===== config.mk =====
export PLATFORM = sky130hd
export DESIGN_NAME = ansi_sgr_attribute_decoder
export DESIGN_NICKNAME = d
export VERILOG_FILES = /design/src/sv/sgr_pkg.sv /design/src/sv/sgr_ctrl.sv /design/src/sv/sgr_out_reg.sv /design/src/sv/ansi_sgr_attribute_decoder.sv
export SDC_FILE = /design/constraint.sdc
export NUM_CORES = 1
export LEC_CHECK = 0
export ABC_CLOCK_PERIOD_IN_PS = 6500
export BUFFER_PORTS_ARGS = -buffer_cell sky130_fd_sc_hd__buf_2
export CORE_MARGIN = 8
export CORE_UTILIZATION = 26
export CTS_CLUSTER_DIAMETER = 30
export DETAILED_ROUTE_END_ITERATION = 10
export GPL_ROUTABILITY_DRIVEN = 1
export PLACE_DENSITY_LB_ADDON = 0.05
export SYNTH_ARGS = -nofsm -noshare
export SYNTH_HDL_FRONTEND = slang
export SYNTH_SLANG_ARGS = --single-unit

===== constraint.sdc =====
create_clock -name clock -period 6.5 [get_ports clock]
set_clock_uncertainty 0.1 [all_clocks]
set_input_delay 1.3 -clock clock [delete_from_list [all_inputs] [get_ports clock]]
set_output_delay 1.3 -clock clock [all_outputs]
set_load 0.05 [all_outputs]

===== src/sv/sgr_pkg.sv =====
// sgr_pkg: shared types and byte codes for the sgr attribute decoder
`default_nettype none

package sgr_pkg;

   localparam int CHAR_W  = 8;
   localparam int COLOR_W = 3;
   localparam int CSR_IDX_W = 1;

   // csr register indexes
   localparam logic [CSR_IDX_W-1:0] CSR_DEFAULT_FG = 1'b0;
   localparam logic [CSR_IDX_W-1:0] CSR_DEFAULT_BG = 1'b1;

   localparam logic [COLOR_W-1:0] RESET_DEFAULT_FG = 3'd7;
   localparam logic [COLOR_W-1:0] RESET_DEFAULT_BG = 3'd0;

   localparam logic [CHAR_W-1:0] BYTE_ESC   = 8'h1b;
   localparam logic [CHAR_W-1:0] BYTE_LF    = 8'h0a;
   localparam logic [CHAR_W-1:0] BYTE_CR    = 8'h0d;
   localparam logic [CHAR_W-1:0] BYTE_ZERO  = 8'h30;
   localparam logic [CHAR_W-1:0] BYTE_ONE   = 8'h31;
   localparam logic [CHAR_W-1:0] BYTE_THREE = 8'h33;
   localparam logic [CHAR_W-1:0] BYTE_FOUR  = 8'h34;
   localparam logic [CHAR_W-1:0] BYTE_SEVEN = 8'h37;
   localparam logic [CHAR_W-1:0] BYTE_NINE  = 8'h39;
   localparam logic [CHAR_W-1:0] BYTE_M     = 8'h6d;

   typedef enum logic [2:0] {
      MODE_PLAIN = 3'd0,
      MODE_SKIP  = 3'd1,
      MODE_PARAM = 3'd2,
      MODE_FG    = 3'd3,
      MODE_BG    = 3'd4
   } mode_type;

   typedef struct packed {
      logic [CHAR_W-1:0]  shown_char;
      logic [COLOR_W-1:0] foreground;
      logic [COLOR_W-1:0] background;
      logic               bold_on;
      logic               underline_on;
   } rsp_word_type;

endpackage

`default_nettype wire


===== src/sv/sgr_ctrl.sv =====
// sgr_ctrl: escape sequence state machine, attribute and default colour registers
`default_nettype none

module sgr_ctrl
   import sgr_pkg::*;
(
   input  wire logic                 clock,
   input  wire logic                 reset,
   input  wire logic                 fire,
   input  wire logic [CHAR_W-1:0]    text_byte,
   input  wire logic                 csr_we,
   input  wire logic [CSR_IDX_W-1:0] csr_index,
   input  wire logic [COLOR_W-1:0]   csr_wdata,
   output rsp_word_type              word,
   output logic                      emit
);

   mode_type mode_ff, mode_in;
   logic [COLOR_W-1:0] def_fg_ff, def_bg_ff;
   logic [COLOR_W-1:0] fg_ff, fg_in, bg_ff, bg_in;
   logic bold_ff, bold_in, uline_ff, uline_in;

   logic is_digit, is_low_digit, seq_here;

   assign is_digit     = (text_byte >= BYTE_ZERO) && (text_byte <= BYTE_NINE);
   assign is_low_digit = (text_byte >= BYTE_ZERO) && (text_byte <= BYTE_SEVEN);
   // byte is treated as a sequence code: in param mode, or after '4' with no digit
   assign seq_here = (mode_ff == MODE_PARAM) || ((mode_ff == MODE_BG) && !is_digit);

   // next state
   always_comb begin
      mode_in = mode_ff;
      unique case (mode_ff)
         MODE_PLAIN: begin
            if (text_byte == BYTE_ESC) mode_in = MODE_SKIP;
         end
         MODE_SKIP: mode_in = MODE_PARAM;
         MODE_FG:   mode_in = MODE_PARAM;
         MODE_PARAM, MODE_BG: begin
            mode_in = MODE_PARAM;
            if (seq_here) begin
               case (text_byte)
                  BYTE_THREE: mode_in = MODE_FG;
                  BYTE_FOUR:  mode_in = MODE_BG;
                  BYTE_M:     mode_in = MODE_PLAIN;
                  default:    mode_in = MODE_PARAM;
               endcase
            end
         end
         default: mode_in = MODE_PLAIN;
      endcase
   end

   // attribute updates
   always_comb begin
      fg_in    = fg_ff;
      bg_in    = bg_ff;
      bold_in  = bold_ff;
      uline_in = uline_ff;
      unique case (mode_ff)
         MODE_FG: begin
            if (is_low_digit) fg_in = text_byte[COLOR_W-1:0];
         end
         MODE_BG: begin
            if (is_low_digit) bg_in = text_byte[COLOR_W-1:0];
            else if (!is_digit) uline_in = 1'b1;
         end
         default: ;
      endcase
      if (seq_here) begin
         if (text_byte == BYTE_ZERO) begin
            fg_in    = def_fg_ff;
            bg_in    = def_bg_ff;
            bold_in  = 1'b0;
            uline_in = 1'b0;
         end else if (text_byte == BYTE_ONE) begin
            bold_in = 1'b1;
         end
      end
   end

   // outputs
   always_comb begin
      emit = (mode_ff == MODE_PLAIN) && (text_byte != BYTE_ESC) &&
             (text_byte != BYTE_LF) && (text_byte != BYTE_CR);
      word.shown_char   = text_byte;
      word.foreground   = fg_ff;
      word.background   = bg_ff;
      word.bold_on      = bold_ff;
      word.underline_on = uline_ff;
   end

   always_ff @(posedge clock) begin
      if (reset) begin
         def_fg_ff <= RESET_DEFAULT_FG;
         def_bg_ff <= RESET_DEFAULT_BG;
      end else if (csr_we) begin
         unique case (csr_index)
            CSR_DEFAULT_FG: def_fg_ff <= csr_wdata;
            CSR_DEFAULT_BG: def_bg_ff <= csr_wdata;
            default: ;
         endcase
      end
   end

   always_ff @(posedge clock) begin
      if (reset) begin
         mode_ff  <= MODE_PLAIN;
         fg_ff    <= RESET_DEFAULT_FG;
         bg_ff    <= RESET_DEFAULT_BG;
         bold_ff  <= 1'b0;
         uline_ff <= 1'b0;
      end else if (fire) begin
         mode_ff  <= mode_in;
         fg_ff    <= fg_in;
         bg_ff    <= bg_in;
         bold_ff  <= bold_in;
         uline_ff <= uline_in;
      end
   end

endmodule

`default_nettype wire


===== src/sv/sgr_out_reg.sv =====
// sgr_out_reg: result register holding one word until the receiver takes it
`default_nettype none

module sgr_out_reg
   import sgr_pkg::*;
(
   input  wire logic   clock,
   input  wire logic   reset,
   input  wire logic   load,
   input  wire logic   load_valid,
   input  wire rsp_word_type load_word,
   output logic        out_valid,
   output rsp_word_type out_word
);

   logic         valid_ff;
   rsp_word_type word_ff;

   always_ff @(posedge clock) begin
      if (reset) begin
         valid_ff <= 1'b0;
      end else if (load) begin
         valid_ff <= load_valid;
      end
   end

   // payload only moves when a new word is loaded
   always_ff @(posedge clock) begin
      if (load && load_valid) begin
         word_ff <= load_word;
      end
   end

   assign out_valid = valid_ff;
   assign out_word  = word_ff;

endmodule

`default_nettype wire


===== src/sv/ansi_sgr_attribute_decoder.sv =====
// ansi_sgr_attribute_decoder: top level, text byte in, attributed character out
//
// Bytes of a terminal text stream enter on the req_ channel (req_valid, req_stall,
// req_text_byte). Escape sequences are parsed to track foreground, background,
// bold and underline; every byte outside a sequence, other than CR and LF,
// leaves on the rsp_ channel as one word with the attributes in force.
// A byte is taken into an input register, decoded by one level of logic and
// the word lands in a result register, from which the receiver takes it.
// One byte per cycle is sustained while the receiver does not stall; escape
// bytes and CR/LF give no word.
// When the receiver stalls with a word waiting, the word holds and the input
// register keeps its byte; req_stall rises only while both are full, so a
// stall is passed back with one word of slack.
// Reset (synchronous) returns to plain text, restores the attributes to the
// reset defaults (foreground 7, background 0, bold and underline off) and
// empties both registers. csr_ writes set the colours that code '0' restores.
`default_nettype none

module ansi_sgr_attribute_decoder
   import sgr_pkg::*;
(
   input  wire logic                 clock,
   input  wire logic                 reset,
   input  wire logic                 req_valid,
   output logic                      req_stall,
   input  wire logic [CHAR_W-1:0]    req_text_byte,
   output logic                      rsp_valid,
   input  wire logic                 rsp_stall,
   output logic [CHAR_W-1:0]         rsp_shown_char,
   output logic [COLOR_W-1:0]        rsp_foreground,
   output logic [COLOR_W-1:0]        rsp_background,
   output logic                      rsp_bold_on,
   output logic                      rsp_underline_on,
   input  wire logic                 csr_we,
   input  wire logic [CSR_IDX_W-1:0] csr_index,
   input  wire logic [COLOR_W-1:0]   csr_wdata
);

   logic              in_valid_ff;
   logic [CHAR_W-1:0] in_byte_ff;
   logic              advance, fire, emit;
   rsp_word_type      word, out_word;

   assign advance   = !rsp_valid || !rsp_stall;
   assign fire      = in_valid_ff && advance;
   assign req_stall = in_valid_ff && !advance;

   always_ff @(posedge clock) begin
      if (reset) begin
         in_valid_ff <= 1'b0;
      end else if (!req_stall) begin
         in_valid_ff <= req_valid;
      end
   end

   always_ff @(posedge clock) begin
      if (req_valid && !req_stall) begin
         in_byte_ff <= req_text_byte;
      end
   end

   sgr_ctrl u_ctrl (
      .clock     (clock),
      .reset     (reset),
      .fire      (fire),
      .text_byte (in_byte_ff),
      .csr_we    (csr_we),
      .csr_index (csr_index),
      .csr_wdata (csr_wdata),
      .word      (word),
      .emit      (emit)
   );

   sgr_out_reg u_out (
      .clock      (clock),
      .reset      (reset),
      .load       (advance),
      .load_valid (fire && emit),
      .load_word  (word),
      .out_valid  (rsp_valid),
      .out_word   (out_word)
   );

   assign rsp_shown_char   = out_word.shown_char;
   assign rsp_foreground   = out_word.foreground;
   assign rsp_background   = out_word.background;
   assign rsp_bold_on      = out_word.bold_on;
   assign rsp_underline_on = out_word.underline_on;

endmodule

`default_nettype wire


==> results.toml, run 1 <==
[floorplanning]
io_pins = 35
start_util = 0.268
rows = 30
die_h_um = 99.4
die_area_mm2 = 0.00988
die_w_um = 99.4
core_mm2 = 0.00676

[job]
maxCapViolCount = 0

[cts]
clock_sinks = 43
cts_tree = "done"
clk_path_buf_depth = 2
post_cts_buffers = 0
htree_levels = 2
cts_inserted_buffers = 5
cts_hold_buf = 0
clkTransAtPathRegs_ns = 0.07
insertion_delay_ns = 0.30
cts_root_buf = "clkbuf_8"
cts_resized = 0

[timing]
rsz0062_at_grt = "no"
fin_tns_setup_ns = 0
setup_viol = 0
fin_crit_sh = 0.505
final_max_slew_viol_count = 0
worst_pin_slew_ns = 0.767
max_slew_margin = 0.487
max_freq_ghz = 0.305
whs_ns = 0.339
period_needed_ns = 3.28
hold_viol = 0

[place]
gp_congestion = 0.756
dp_hpwl_um = 3070
io_buffers = 34
dp_cells = 263

[worst_setup_path]
crit_path_max_fanout = 4
path_class = "primary input to output pin"
end_kind = "output pin"
required_ns = 5.10
arrival_ns = 1.88
start_kind = "primary input"

[detailed_routing]
viasPerCell = 4.95
antenna_left = 0
drt_iter0_markers = 75
dr.pass1.iters = 4
vias = 1341
wl_per_cell_um = 15.8
routed_wl_um = 4280
drc_errors = 0

[logic_synthesis]
post-synth-top-count-cell = "edfxtp_1"
syn-cell-area_mm2 = 0.00181
synth_enable_flop_cells = 24
yosysUniqueCellTypes = 49
synth_seq_cells = 43
synthCells = 156
synth_ff_type = "edfxtp_1"
synth_warnings = 0
synth_top_area_frac = 0.398
synth_fp_nets = 173
synth_top_cell_by_area = "edfxtp_1"
syn_area_per_cell_um2 = 11.6
synth_area_leaders = "edfxtp_1, dfxtp_1, nor2_1, a21oi_1, nor2b_1"
ys_seq_area_frac = 0.609
ys_async_sr_fraction = 0
ys_top_cells_by_count = "edfxtp_1, dfxtp_1, nor2_1"

[cells_and_area]
fin_cells = 271
drive_gt1_frac = 0.257
diodes = 0
fin_util = 0.315
register_area_mm2 = 0.00110
multi_input_area_um2 = 657
nNetsFinal = 207
area_growth_pct = 17.8
fillers = 722

[power_and_ir_drop]
pwr_density_cell_mw_per_mm2 = 246
finalPower_mw = 0.525
vdd_drop_max_mv = 0.0724
p_leak_nw = 0.738

[worst_hold_path]
hp-class = "flip-flop to flip-flop"

[grt]
grt_pass1_wl_um = 7270
overflow = 0
antenna_found_initial = 0
grt_pass1_vias = 1397
grt_max_degree = 22
grt_use_total = 0.0923

[status]
outcome = "finished, final reports clean"
[sequential cells by signal, indices dropped and copies added (netlist names)]
name              flops
in_valid_ff           1
u_ctrl.fg_ff          3
in_byte_ff            8
u_ctrl.def_bg_ff      3
u_ctrl.bold_ff        1
u_out.out_word       16
u_ctrl.mode_ff        3
u_out.out_valid       1
u_ctrl.def_fg_ff      3
u_ctrl.uline_ff       1
u_ctrl.bg_ff          3
[placed cells by master, fill, tap and decap left out, drive strengths merged, types with 2 or more instances in the layout]
| master | synthesis | layout |
|---|---|---|
| buf | 5 | 35 |
| edfxtp | 24 | 24 |
| dfxtp | 19 | 19 |
| nor2 | 15 | 15 |
| a21oi | 11 | 11 |
| nand2 | 9 | 9 |
| clkbuf | 3 | 8 |
| nor2b | 6 | 6 |
| inv | 4 | 4 |
| o21ai | 4 | 4 |
| nand3 | 4 | 4 |
| nor3 | 4 | 4 |
| nand2b | 3 | 3 |
| a22oi | 3 | 3 |
| a31oi | 3 | 3 |
| a211o | 3 | 3 |
| and3b | 2 | 2 |
| nor4b | 2 | 2 |
| o32ai | 2 | 2 |
| o31ai | 2 | 2 |
| a211oi | 2 | 2 |
| o21a | 2 | 2 |
| or4b | 2 | 2 |
[cell families after synthesis]
kind of cell | after synthesis | share of synthesized area
AOI/OAI and AO/OA | 44 | 0.178
buffers and inverters | 12 | 0.0318
DFF | 43 | 0.609
muxes | 1 | 0.00553
and+or+nand+nor | 56 | 0.176
[metrics by stage]
| step | worst slack [ns] | area [um2] |
|---|---|---|
| 2_1_floorplan | 1.72 | 1810 |
| 3_3_place_gp | 3.23 | 2050 |
| 3_5_place_dp | 3.22 | 2050 |
| 4_1_cts | 3.21 | 2130 |
| 5_1_grt | 3.19 | 2130 |
| 6_report | 3.22 | 2130 |
[report_power, final]
group | switching [mW] | leakage (nW) | total, mW | internal (mW)
Clock | 0.0889 | 0.0395 | 0.165 | 0.0765
Combinational | 0.0351 | 0.322 | 0.0508 | 0.0158
Sequential | 0.00945 | 0.376 | 0.309 | 0.299
[layout make-up]
type                       count  area share
multi-input combinational    101       0.308
timing repair buffer          35      0.0834
inverter                       4     0.00705
clock buffer                   8      0.0376
tap                           80      0.0470
sequential                    43       0.517
[per-layer routing]
metal / vias to the layer above / GRT usage / part of all wire
met2: 29 / 0.141 / 0.44
met4: 0 / 0.0396 / 0.014
met1: 640 / 0.119 / 0.49
met3: 8 / 0.0258 / 0.054
met5: - / 0 / 0
li1: 664 / - / -
[path summary, 6_finish.rpt]
check | from | to | slack, ns | cells after the start
worst min-delay path | u_ctrl.fg_ff[2] | u_out.out_word[7] | 0.34 | 0
worst min register to register | u_ctrl.fg_ff[2] | u_out.out_word[7] | 0.34 | 0
worst max register to register | in_byte_ff[0] | u_out.out_word[5] | 4.23 | 5
worst max-delay path | rsp_stall | req_stall | 3.22 | 3
[worst max-delay path: stages]
cell and delay (ns):
buf_2 0.11, and3_2 0.20, buf_2 0.26
(Power assumes the default switching activity.)
==> run 2, diff against run 1 <==
Settings changed: ABC_CLOCK_PERIOD_IN_PS 6500 to 3420.
Clock period 6.5 ns to 3.42 ns, I/O delays scaled along.
==> results.toml, run 2 (synthesized netlist as in run 1, its figures left out) <==
[worst_setup_path]
crit_chain = "and3b_1 -> a21oi_1 -> o21ai_0 -> a2111oi_2 -> buf_4"
arrival_ns = 2.07
start_kind = "flip-flop"
required_ns = 3.30
critPathSlowestCell = "edfxtp_1"
crit_path_max_fanout = 16
critPathMaxStageDelay_ns = 0.57
path_class = "flip-flop to flip-flop"
end_kind = "flip-flop"

[detailed_routing]
wl_per_cell_um = 15.8
vias = 1342
drt_iter0_markers = 62
antenna_left = 0
viasPerCell = 4.95
drc_errors = 0
routed_wl_um = 4280
dr.pass1.iters = 4

[power_and_ir_drop]
pwr_density_cell_mw_per_mm2 = 463
p_switching_mw = 0.243
intPower_mw = 0.744
vdd_drop_max_mv = 0.158
p_leak_nw = 0.738
share_comb_of_total_power = 0.097
p_clk_frac = 0.309
swShare = 0.247
pwr-share-seq = 0.594

[timing]
fin_crit_sh = 0.641
worst_pin_slew_ns = 0.701
max_freq_ghz = 0.456
fin_tns_setup_ns = 0
rsz0062_at_grt = "no"
final_max_slew_viol_count = 0
setup_viol = 0
max_slew_margin = 0.532
period_needed_ns = 2.19
worst_slack_ns = 1.23
hold_viol = 0

[cells_and_area]
nNetsFinal = 207
mostFrequentLayoutCell = "buf_2"
post-route-cell-area_mm2 = 0.00213
largest_reg_flops = 16
fin_util = 0.315
drive_gt1_frac = 0.257
fillers = 707
mostFrequentLayoutCells = "buf_2, edfxtp_1, dfxtp_1"
diodes = 0
area_growth_pct = 17.8

[place]
io_buffers = 34
place_ws_ns = 1.21
place_area_mm2 = 0.00205
gp_congestion = 0.771
dp_hpwl_um = 3190

[grt]
overflow = 0
grt_max_degree = 22
grt_pass1_vias = 1360
grt_pass1_wl_um = 7240
grt_use_total = 0.0932
antenna_found_initial = 0

[job]
maxCapViolCount = 0

[worst_hold_path]
hp-class = "flip-flop to flip-flop"

[cts]
cts_hold_buf = 0
htree_levels = 2
cts_inserted_buffers = 5
clock_sinks = 43
insertion_delay_ns = 0.29
post_cts_buffers = 0
clk_path_buf_depth = 2
clkTransAtPathRegs_ns = 0.07
cts_root_buf = "clkbuf_8"
cts_tree = "done"
cts_resized = 0

[floorplanning]
die_h_um = 99.4
io_pins = 35
start_util = 0.268
rows = 30
core_mm2 = 0.00676
die_w_um = 99.4
die_area_mm2 = 0.00988

[status]
outcome = "finished, final reports clean"
==> run 2: cell counts in the layout (fill, tap and decap cells not counted) <==
Identical to the previous run, type by type.
==> run 2: area by class of cell <==
| cell class | instances | area (um2) | share of cell area |
|---|---|---|---|
| flip-flops and latches | 43 | 1100 | 0.517 |
| multi-input cells | 101 | 657 | 0.308 |
| repair buffers | 35 | 178 | 0.0834 |
| well taps | 80 | 100 | 0.0470 |
| clock buffers | 8 | 80.1 | 0.0376 |
| inverters | 4 | 15.0 | 0.00705 |
==> run 2: worst paths after layout <==
path	start	end	slack [ns]	cells past startpoint
max	in_byte_ff[0]	u_out.out_word[4]	1.23	5
max reg2reg	in_byte_ff[0]	u_out.out_word[4]	1.23	5
min reg2reg	u_ctrl.uline_ff	u_out.out_word[0]	0.33	0
min	u_ctrl.uline_ff	u_out.out_word[0]	0.33	0
==> run 2: power groups by stage <==
stage,registers [mW],logic (mW),clock network [mW]
after floorplan,0.622,0.0390,0
after global placement,0.598,0.0979,0
after detailed placement,0.599,0.0973,0
after CTS,0.587,0.0975,0.321
after global routing,0.591,0.104,0.340
final,0.587,0.0958,0.305
==> run 2: through the flow <==
stage	hold WS (ns)	cells	total power [mW]
floorplan	0.308	156	0.661
global placement	0.315	263	0.696
detailed placement	0.313	263	0.696
CTS	0.331	271	1.00
global route	0.341	271	1.03
finish	0.331	271	0.987
==> run 2: critical path, delay by kind of cell (launching register included) <==
family / cells / cell delay [ns]
AOI/OAI and AO/OA: 3 / 0.65
DFF: 1 / 0.57
buffers and inverters: 1 / 0.32
and+or+nand+nor: 1 / 0.25
==> run 2: routing by layer <==
metal / share of wire / GRT usage / vias up
met5: 0 / 0 / -
met1: 0.48 / 0.119 / 634
met3: 0.059 / 0.0356 / 7
met4: 0.016 / 0.0349 / 0
li1: - / - / 664
met2: 0.45 / 0.138 / 37
